--- config.mk ---
export PLATFORM = sky130hd
export DESIGN_NAME = ogi_ctrl
export DESIGN_NICKNAME = d
export VERILOG_FILES = /design/src/ogi_pkg.sv /design/src/ogi_ctrl.sv
export SDC_FILE = /design/constraint.sdc
export NUM_CORES = 1
export LEC_CHECK = 0
export BUFFER_PORTS_ARGS = -buffer_cell sky130_fd_sc_hd__buf_4
export CORE_AREA = 2 2 39 41
export DETAILED_ROUTE_END_ITERATION = 10
export DIE_AREA = 0 0 41 43
export PLACE_DENSITY_LB_ADDON = 0.3
export SETUP_SLACK_MARGIN = 0.05
export SYNTH_ARGS = -nofsm -noshare
export SYNTH_HDL_FRONTEND = slang
export SYNTH_SLANG_ARGS = --single-unit
--- constraint.sdc ---
create_clock -name clock -period 1.47 [get_ports clock]
set_input_delay 0.147 -clock clock [delete_from_list [all_inputs] [get_ports clock]]
set_output_delay 0.147 -clock clock [all_outputs]
set_load 0.02 [all_outputs]
--- src/ogi_pkg.sv ---
// Shared types, constants and codes of the occupancy grid inflation unit.
`timescale 1ns / 1ps
package ogi_pkg;

   localparam int MAX_WIDTH_DEF    = 512;
   localparam int MAX_HEIGHT_DEF   = 512;
   localparam int MAX_RADIUS_DEF   = 15;
   localparam int SEARCH_LIMIT_DEF = 64;

   localparam logic [9:0] MAP_WIDTH_RST  = 10'd512;
   localparam logic [9:0] MAP_HEIGHT_RST = 10'd512;
   localparam logic [3:0] RADIUS_RST     = 4'd7;
   localparam logic [6:0] THRESHOLD_RST  = 7'd50;

   typedef enum logic [1:0] {
      CSR_MAP_WIDTH  = 2'd0,
      CSR_MAP_HEIGHT = 2'd1,
      CSR_RADIUS     = 2'd2,
      CSR_THRESHOLD  = 2'd3
   } csr_index_type;

   typedef enum logic [1:0] {
      REQ_CLEAR = 2'd0,
      REQ_LOAD  = 2'd1,
      REQ_READ  = 2'd2,
      REQ_SNAP  = 2'd3
   } req_kind_type;

   typedef enum logic [2:0] {
      RSP_ZERO,
      RSP_READ,
      RSP_SELF,
      RSP_BLOCKED,
      RSP_FOUND
   } rsp_kind_type;

   typedef enum logic [3:0] {
      ST_BOOT_CLR,
      ST_IDLE,
      ST_DISPATCH,
      ST_CLEAR,
      ST_LOAD,
      ST_CELL_WAIT,
      ST_SNAP_ADDR,
      ST_SNAP_CHECK
   } state_type;

   typedef struct packed {
      logic [1:0]        req_type;
      logic [8:0]        cell_x;
      logic [8:0]        cell_y;
      logic signed [7:0] occupancy;
   } req_item_type;

   typedef struct packed {
      logic       blocked;
      logic [8:0] free_x;
      logic [8:0] free_y;
      logic       found;
   } rsp_item_type;

   typedef struct packed {
      logic         capture;
      logic         clr_start;
      logic         clr_step;
      logic         rd_cell;
      logic         ld_init;
      logic         ld_step;
      logic         snap_init;
      logic         snap_rd;
      logic         snap_next;
      logic         respond;
      rsp_kind_type rsp_kind;
   } cmd_type;

   typedef struct packed {
      req_kind_type req_kind;
      logic         in_map;
      logic         hit;
      logic         clr_last;
      logic         ld_last;
      logic         cell_bit;
      logic         cand_in;
      logic         cand_bit;
      logic         last_cand;
   } status_type;

endpackage

--- src/ogi_ctrl.sv ---
// Controller state machine: sequences clear, load, read and snap items.
`timescale 1ns / 1ps
module ogi_ctrl (
   input  logic               clock,
   input  logic               reset,
   input  logic               start,
   output logic               busy,
   input  ogi_pkg::status_type sts,
   output ogi_pkg::cmd_type    cmd
);
   import ogi_pkg::*;

   state_type state_ff, state_in;

   always_ff @(posedge clock) begin
      if (reset) begin
         state_ff <= ST_BOOT_CLR;
      end else begin
         state_ff <= state_in;
      end
   end

   always_comb begin
      state_in = state_ff;
      cmd      = '0;
      cmd.rsp_kind = RSP_ZERO;
      case (state_ff)
         ST_BOOT_CLR: begin
            cmd.clr_step = 1'b1;
            if (sts.clr_last) state_in = ST_IDLE;
         end
         ST_IDLE: begin
            if (start) begin
               cmd.capture = 1'b1;
               state_in    = ST_DISPATCH;
            end
         end
         ST_DISPATCH: begin
            case (sts.req_kind)
               REQ_CLEAR: begin
                  cmd.clr_start = 1'b1;
                  state_in      = ST_CLEAR;
               end
               REQ_LOAD: begin
                  if (sts.in_map && sts.hit) begin
                     cmd.ld_init = 1'b1;
                     state_in    = ST_LOAD;
                  end else begin
                     cmd.respond = 1'b1;
                     state_in    = ST_IDLE;
                  end
               end
               REQ_READ: begin
                  if (sts.in_map) begin
                     cmd.rd_cell = 1'b1;
                     state_in    = ST_CELL_WAIT;
                  end else begin
                     cmd.respond  = 1'b1;
                     cmd.rsp_kind = RSP_READ;
                     state_in     = ST_IDLE;
                  end
               end
               default: begin
                  if (sts.in_map) begin
                     cmd.rd_cell = 1'b1;
                     state_in    = ST_CELL_WAIT;
                  end else begin
                     cmd.respond  = 1'b1;
                     cmd.rsp_kind = RSP_BLOCKED;
                     state_in     = ST_IDLE;
                  end
               end
            endcase
         end
         ST_CLEAR: begin
            cmd.clr_step = 1'b1;
            if (sts.clr_last) begin
               cmd.respond = 1'b1;
               state_in    = ST_IDLE;
            end
         end
         ST_LOAD: begin
            // the last row write lands in the cycle after the last read
            cmd.ld_step = 1'b1;
            if (sts.ld_last) begin
               cmd.respond = 1'b1;
               state_in    = ST_IDLE;
            end
         end
         ST_CELL_WAIT: begin
            if (sts.req_kind == REQ_READ) begin
               cmd.respond  = 1'b1;
               cmd.rsp_kind = RSP_READ;
               state_in     = ST_IDLE;
            end else if (!sts.cell_bit) begin
               cmd.respond  = 1'b1;
               cmd.rsp_kind = RSP_SELF;
               state_in     = ST_IDLE;
            end else begin
               cmd.snap_init = 1'b1;
               state_in      = ST_SNAP_ADDR;
            end
         end
         ST_SNAP_ADDR: begin
            if (sts.cand_in) begin
               cmd.snap_rd = 1'b1;
               state_in    = ST_SNAP_CHECK;
            end else if (sts.last_cand) begin
               cmd.respond  = 1'b1;
               cmd.rsp_kind = RSP_BLOCKED;
               state_in     = ST_IDLE;
            end else begin
               cmd.snap_next = 1'b1;
            end
         end
         ST_SNAP_CHECK: begin
            if (!sts.cand_bit) begin
               cmd.respond  = 1'b1;
               cmd.rsp_kind = RSP_FOUND;
               state_in     = ST_IDLE;
            end else if (sts.last_cand) begin
               cmd.respond  = 1'b1;
               cmd.rsp_kind = RSP_BLOCKED;
               state_in     = ST_IDLE;
            end else begin
               cmd.snap_next = 1'b1;
               state_in      = ST_SNAP_ADDR;
            end
         end
         default: begin
            state_in = ST_IDLE;
         end
      endcase
   end

   assign busy = (state_ff != ST_IDLE);
endmodule

-- Yosys cells after proc, flatten, opt, wreduce, memory -nomap -nowiden
Cells that the tools add are included.
- flip-flop bits (word level): 4
- bits of input ports: 13
- word-level logic and storage cells: 67
- equality and inequality tests: 14
- muxes and demuxes: 46
- reduce and logical (&&, ||, !) cells: 6
- operators by type and width (kind ; number):
    two-way mux 4 bit ; 13
    one-hot mux 4 bit (7 select lines) ; 1
    two-way mux 1 bit ; 20
    equality test 4 x 3 -> 1 bit, second input constant ; 4
    two-way mux 3 bit ; 4
    one-hot mux 3 bit (4 select lines) ; 1
    equality test 4 x 2 -> 1 bit, second input constant ; 2
    one-hot mux 4 bit (2 select lines) ; 1
    one-hot mux 1 bit (6 select lines) ; 1
    one-hot mux 3 bit (2 select lines) ; 1
    two-way mux 5 bit ; 1
    equality test 4 x 1 -> 1 bit, second input constant ; 1
    zero test 4 bit ; 1
    != test 2 bit, second input constant ; 2
    != test 4 x 1 -> 1 bit, second input constant ; 1
    AND reduction 4 bit ; 1
    OR reduction 2 bit ; 2
    != test 3 bit, second input constant ; 1
    one-hot mux 1 bit (3 select lines) ; 1
    equality test 2 x 1 -> 1 bit, second input constant ; 1
    equality test 2 bit, second input constant ; 1
    zero test 2 bit ; 1
    two-way mux 2 bit ; 1
    != test 2 x 1 -> 1 bit, second input constant ; 1
    other kinds (2) ; 2

-- Logic depth before layout (Yosys ltp)
- word-level depth: 4
- gate-level depth with buffers: 6
- mapped depth without buffers: 5

-- Least setup slack after synthesis
No wires, ideal clock.
- path type: reg2reg
- from: register state_ff[0]
- to: register state_ff[0]
- period minus slack after synthesis: 1575 ps
- slack: -105 ps
- arrival: 1443 ps
- stages on the path, launching flop included: 6
- library setup time: 132 ps
- path through: dfxtp_1 > nor2_2 > nand3_1 > nor3_1 > o22a_2 > a2111oi_2
- word-level cells in the longest chain between the ends: 4
- elaborated cells between the ends (all ways): 15
- classes of those cells: eq/ne (11); mux (1); reduce/logical (3)
- ends and longest elaborated chain (element ; RTL line ; RTL):
    start, declared ; ogi_ctrl.sv:13 ; state_type state_ff, state_in;
    start signal, assigned ; ogi_ctrl.sv:19 ; state_ff <= state_in;
    equality test 4 x 2 -> 1 bit or zero test 4 bit (tied branches) ; ogi_ctrl.sv:27 ; case (state_ff)
    OR reduction 2 bit (no line) ; -- ;
    != test 2 x 1 -> 1 bit (no line) ; -- ;
    AND reduction 4 bit (no line) ; -- ;
Several ways; a longest one is shown, not always the timed one.
A chain may end at the register's enable or synchronous reset.

==> results.tsv <==
metric	value	unit
status	finished, violations left	
failing checks	negative setup slack	
proportion of layout cells with a drive suffix above 1	0.580	
cell count along the critical path	6	
Post-synth EDFFs	0	
Critical Path End Type	output port	
Largest regs	state_ff: 3 flops	
grt peak-use layer	met2	
HPWL Detailed	1070	um
CTS buffer count	3	
remaining global-route overflow	0	
Post-Synthesis Cells	75	
antenna-violating nets left	0	
Die W	41	um
max FFs per register	3	
Iter 0 DRT Violations	11	
Initial Utilization	0.353	
pin count of the biggest net entering global routing	13	
clock share of power	0.290	
Hold Vio Cnt, Final	0	
HP Class	in2reg	
Tcrit/Tclk final	1.00	
Post-Syn Nets	88	
FF+latch count, synth	3	
die area	1760	um^2
Lkg Pwr	0.381	nW
FFs w/ async S/R, synth	0	
global-route wire length before repair	2350	um
RSZ-0062 raised after global routing	true	
Final #Nets	126	
min Tclk post-route	1470	ps
worst path arrival time	1330	ps
maximum fanout along the worst path	6	
initial antenna violation count	0	
WP buf/inv	2	
GR Util All Layers	0.191	
num ports	27	
placed cell area	723	um^2
Ant. Diodes	0	
Residual DRC	0	
slew at the pin closest to its max-slew limit	245	ps
Biggest register	state_ff	
Root Buffer	clkbuf_4	
Clock Skew	0.320	ps
Power Total	0.000477	W
max_cap viols	0	
Buffers on Ports	26	
GR met2 Demand/Resource	0.313	
Syn Area/Cell	6.51	um^2
PwrDens	552	nW/um^2
CTS clk-pin slew, worst paths	30	ps
Post-Route WL	1600	um
clock buffer depth	2	
clock sink count	3	
crit-path cells	buf_6, nor2_4, a21oi_2, o211ai_1, o21ai_1, buf_4	
critical path required time	1320	ps
vias per cell	5.27	
Die H	43	um
post-route design area	863	um^2
max-slew violations	0	
critical path class	reg2out	
Rows	14	
Net Sw Frac	0.351	
slowest stage delay, CP	350	ps
Fmax	679	MHz
Syn Std Cell Area	488	um^2
vias in the first global route	609	
Max VDD drop	0.000414	V
Syn-to-layout area delta	76.9	%
post-DR wirelength/cell	12.5	um
vias	674	
Worst Hold Path Cells	2	
register share of total power	0.207	
final RePlAce weighted congestion	0.772	
H-tree levels	1	
Psw	0.000167	W
GRT met1 Usage	0.225	
Clk Latency, worst-skew pair	230	ps
Setup Viol. Count Final	1	
commonest non-fill, non-tap cell in the layout	buf_4	
M3 GR Usage	0.0157	
Netlist cell types	31	
synth warn	0	
CP max-delay cell	dfxtp_4	
Worst Reg-to-Reg Cells	6	
Startpoint Class	flip-flop	
Internal	0.000310	W
setup TNS	-3.82	ps
Pre-antenna DRT Iters	4	
commonest cells after routing, fill and taps aside	36 x buf_4, 10 x nor2_1, 7 x nand2_1	
Seq/Total Area, Yosys	0.123	
Max-slew headroom	0.835	
flip-flop cell with the highest count after synthesis	dfxtp_1	
combinational power share	0.503	
core area	1380	um^2
cell family with most CP delay	flip-flops	
Setup WS post-layout	-3.82	ps
TritonCTS clock tree	built	
[repair_timing]
item | 4_1_cts | 5_1_grt
endpoints found under the setup margin | 12 | 7
buffers inserted | 2 | 4
hold buffers | 0 | 0
gates resized for setup | 12 | 12
pin swaps | 4 | 8
[power groups by stage]
stage / clock network [W] / logic [W] / registers [W]
2_1_floorplan: 0 / 0.000121 / 0.0000942
3_3_place_gp: 0 / 0.000189 / 0.000102
3_5_place_dp: 0 / 0.000190 / 0.000102
4_1_cts: 0.000150 / 0.000207 / 0.000103
5_1_grt: 0.000157 / 0.000259 / 0.0000997
6_report: 0.000138 / 0.000240 / 0.0000989
[synthesized netlist by cell type, drive strengths merged, types with 2 or more instances]
| library cell | number | area share |
|---|---|---|
| nor2 | 14 | 0.11 |
| a21oi | 6 | 0.077 |
| dfxtp | 3 | 0.12 |
| nand2b | 4 | 0.051 |
| nor3 | 4 | 0.041 |
| nand3 | 2 | 0.021 |
| nand2 | 9 | 0.069 |
| o21ai | 10 | 0.13 |
| buf | 5 | 0.074 |
| nor2b | 3 | 0.054 |
[layer usage]
metal | vias up | wire [um] | part of all wire
met5 | - | 0 | 0
met4 | 0 | 25 | 0.016
met3 | 4 | 58 | 0.036
met2 | 18 | 860 | 0.54
met1 | 312 | 652 | 0.41
li1 | 340 | - | -
[path summary, 6_finish.rpt]
check | start | endpoint | slack [ps]
hold / removal | reset | state_ff[1]$_SDFFE_PP0P_ | 100
setup / recovery | state_ff[1]$_SDFFE_PP0P_ | cmd[3] | -4
hold reg to reg | state_ff[2]$_SDFFE_PP0P_ | state_ff[2]$_SDFFE_PP0P_ | 610
setup reg to reg | state_ff[1]$_SDFFE_PP0P_ | state_ff[1]$_SDFFE_PP0P_ | 140
[final cells by class]
type	count	area (um^2)
fillers	126	520
flip-flops and latches	3	71.3
well taps	16	20.0
inverters	1	3.75
clock buffers	4	26.3
repair buffers	38	293
multi-input cells	66	449
[metrics by stage]
step,utilization,hold slack (ps),instances,setup slack [ps]
after floorplan,-,209,75,94.5
after global placement,0.523,330,118,64.5
after detailed placement,0.523,334,118,53.5
after CTS,0.578,79.0,124,17.2
after global routing,0.624,87.7,128,-90.4
final,0.624,96.3,128,-3.82
[cells by family after synthesis]
group / Yosys count / synth area share
buffers and inverters: 6 / 0.0820
DFF: 3 / 0.123
xor gates and xnor gates: 1 / 0.0180
and+or+nand+nor: 41 / 0.423
AOI/OAI and AO/OA: 24 / 0.354
Power figures use the tool's default switching activity.
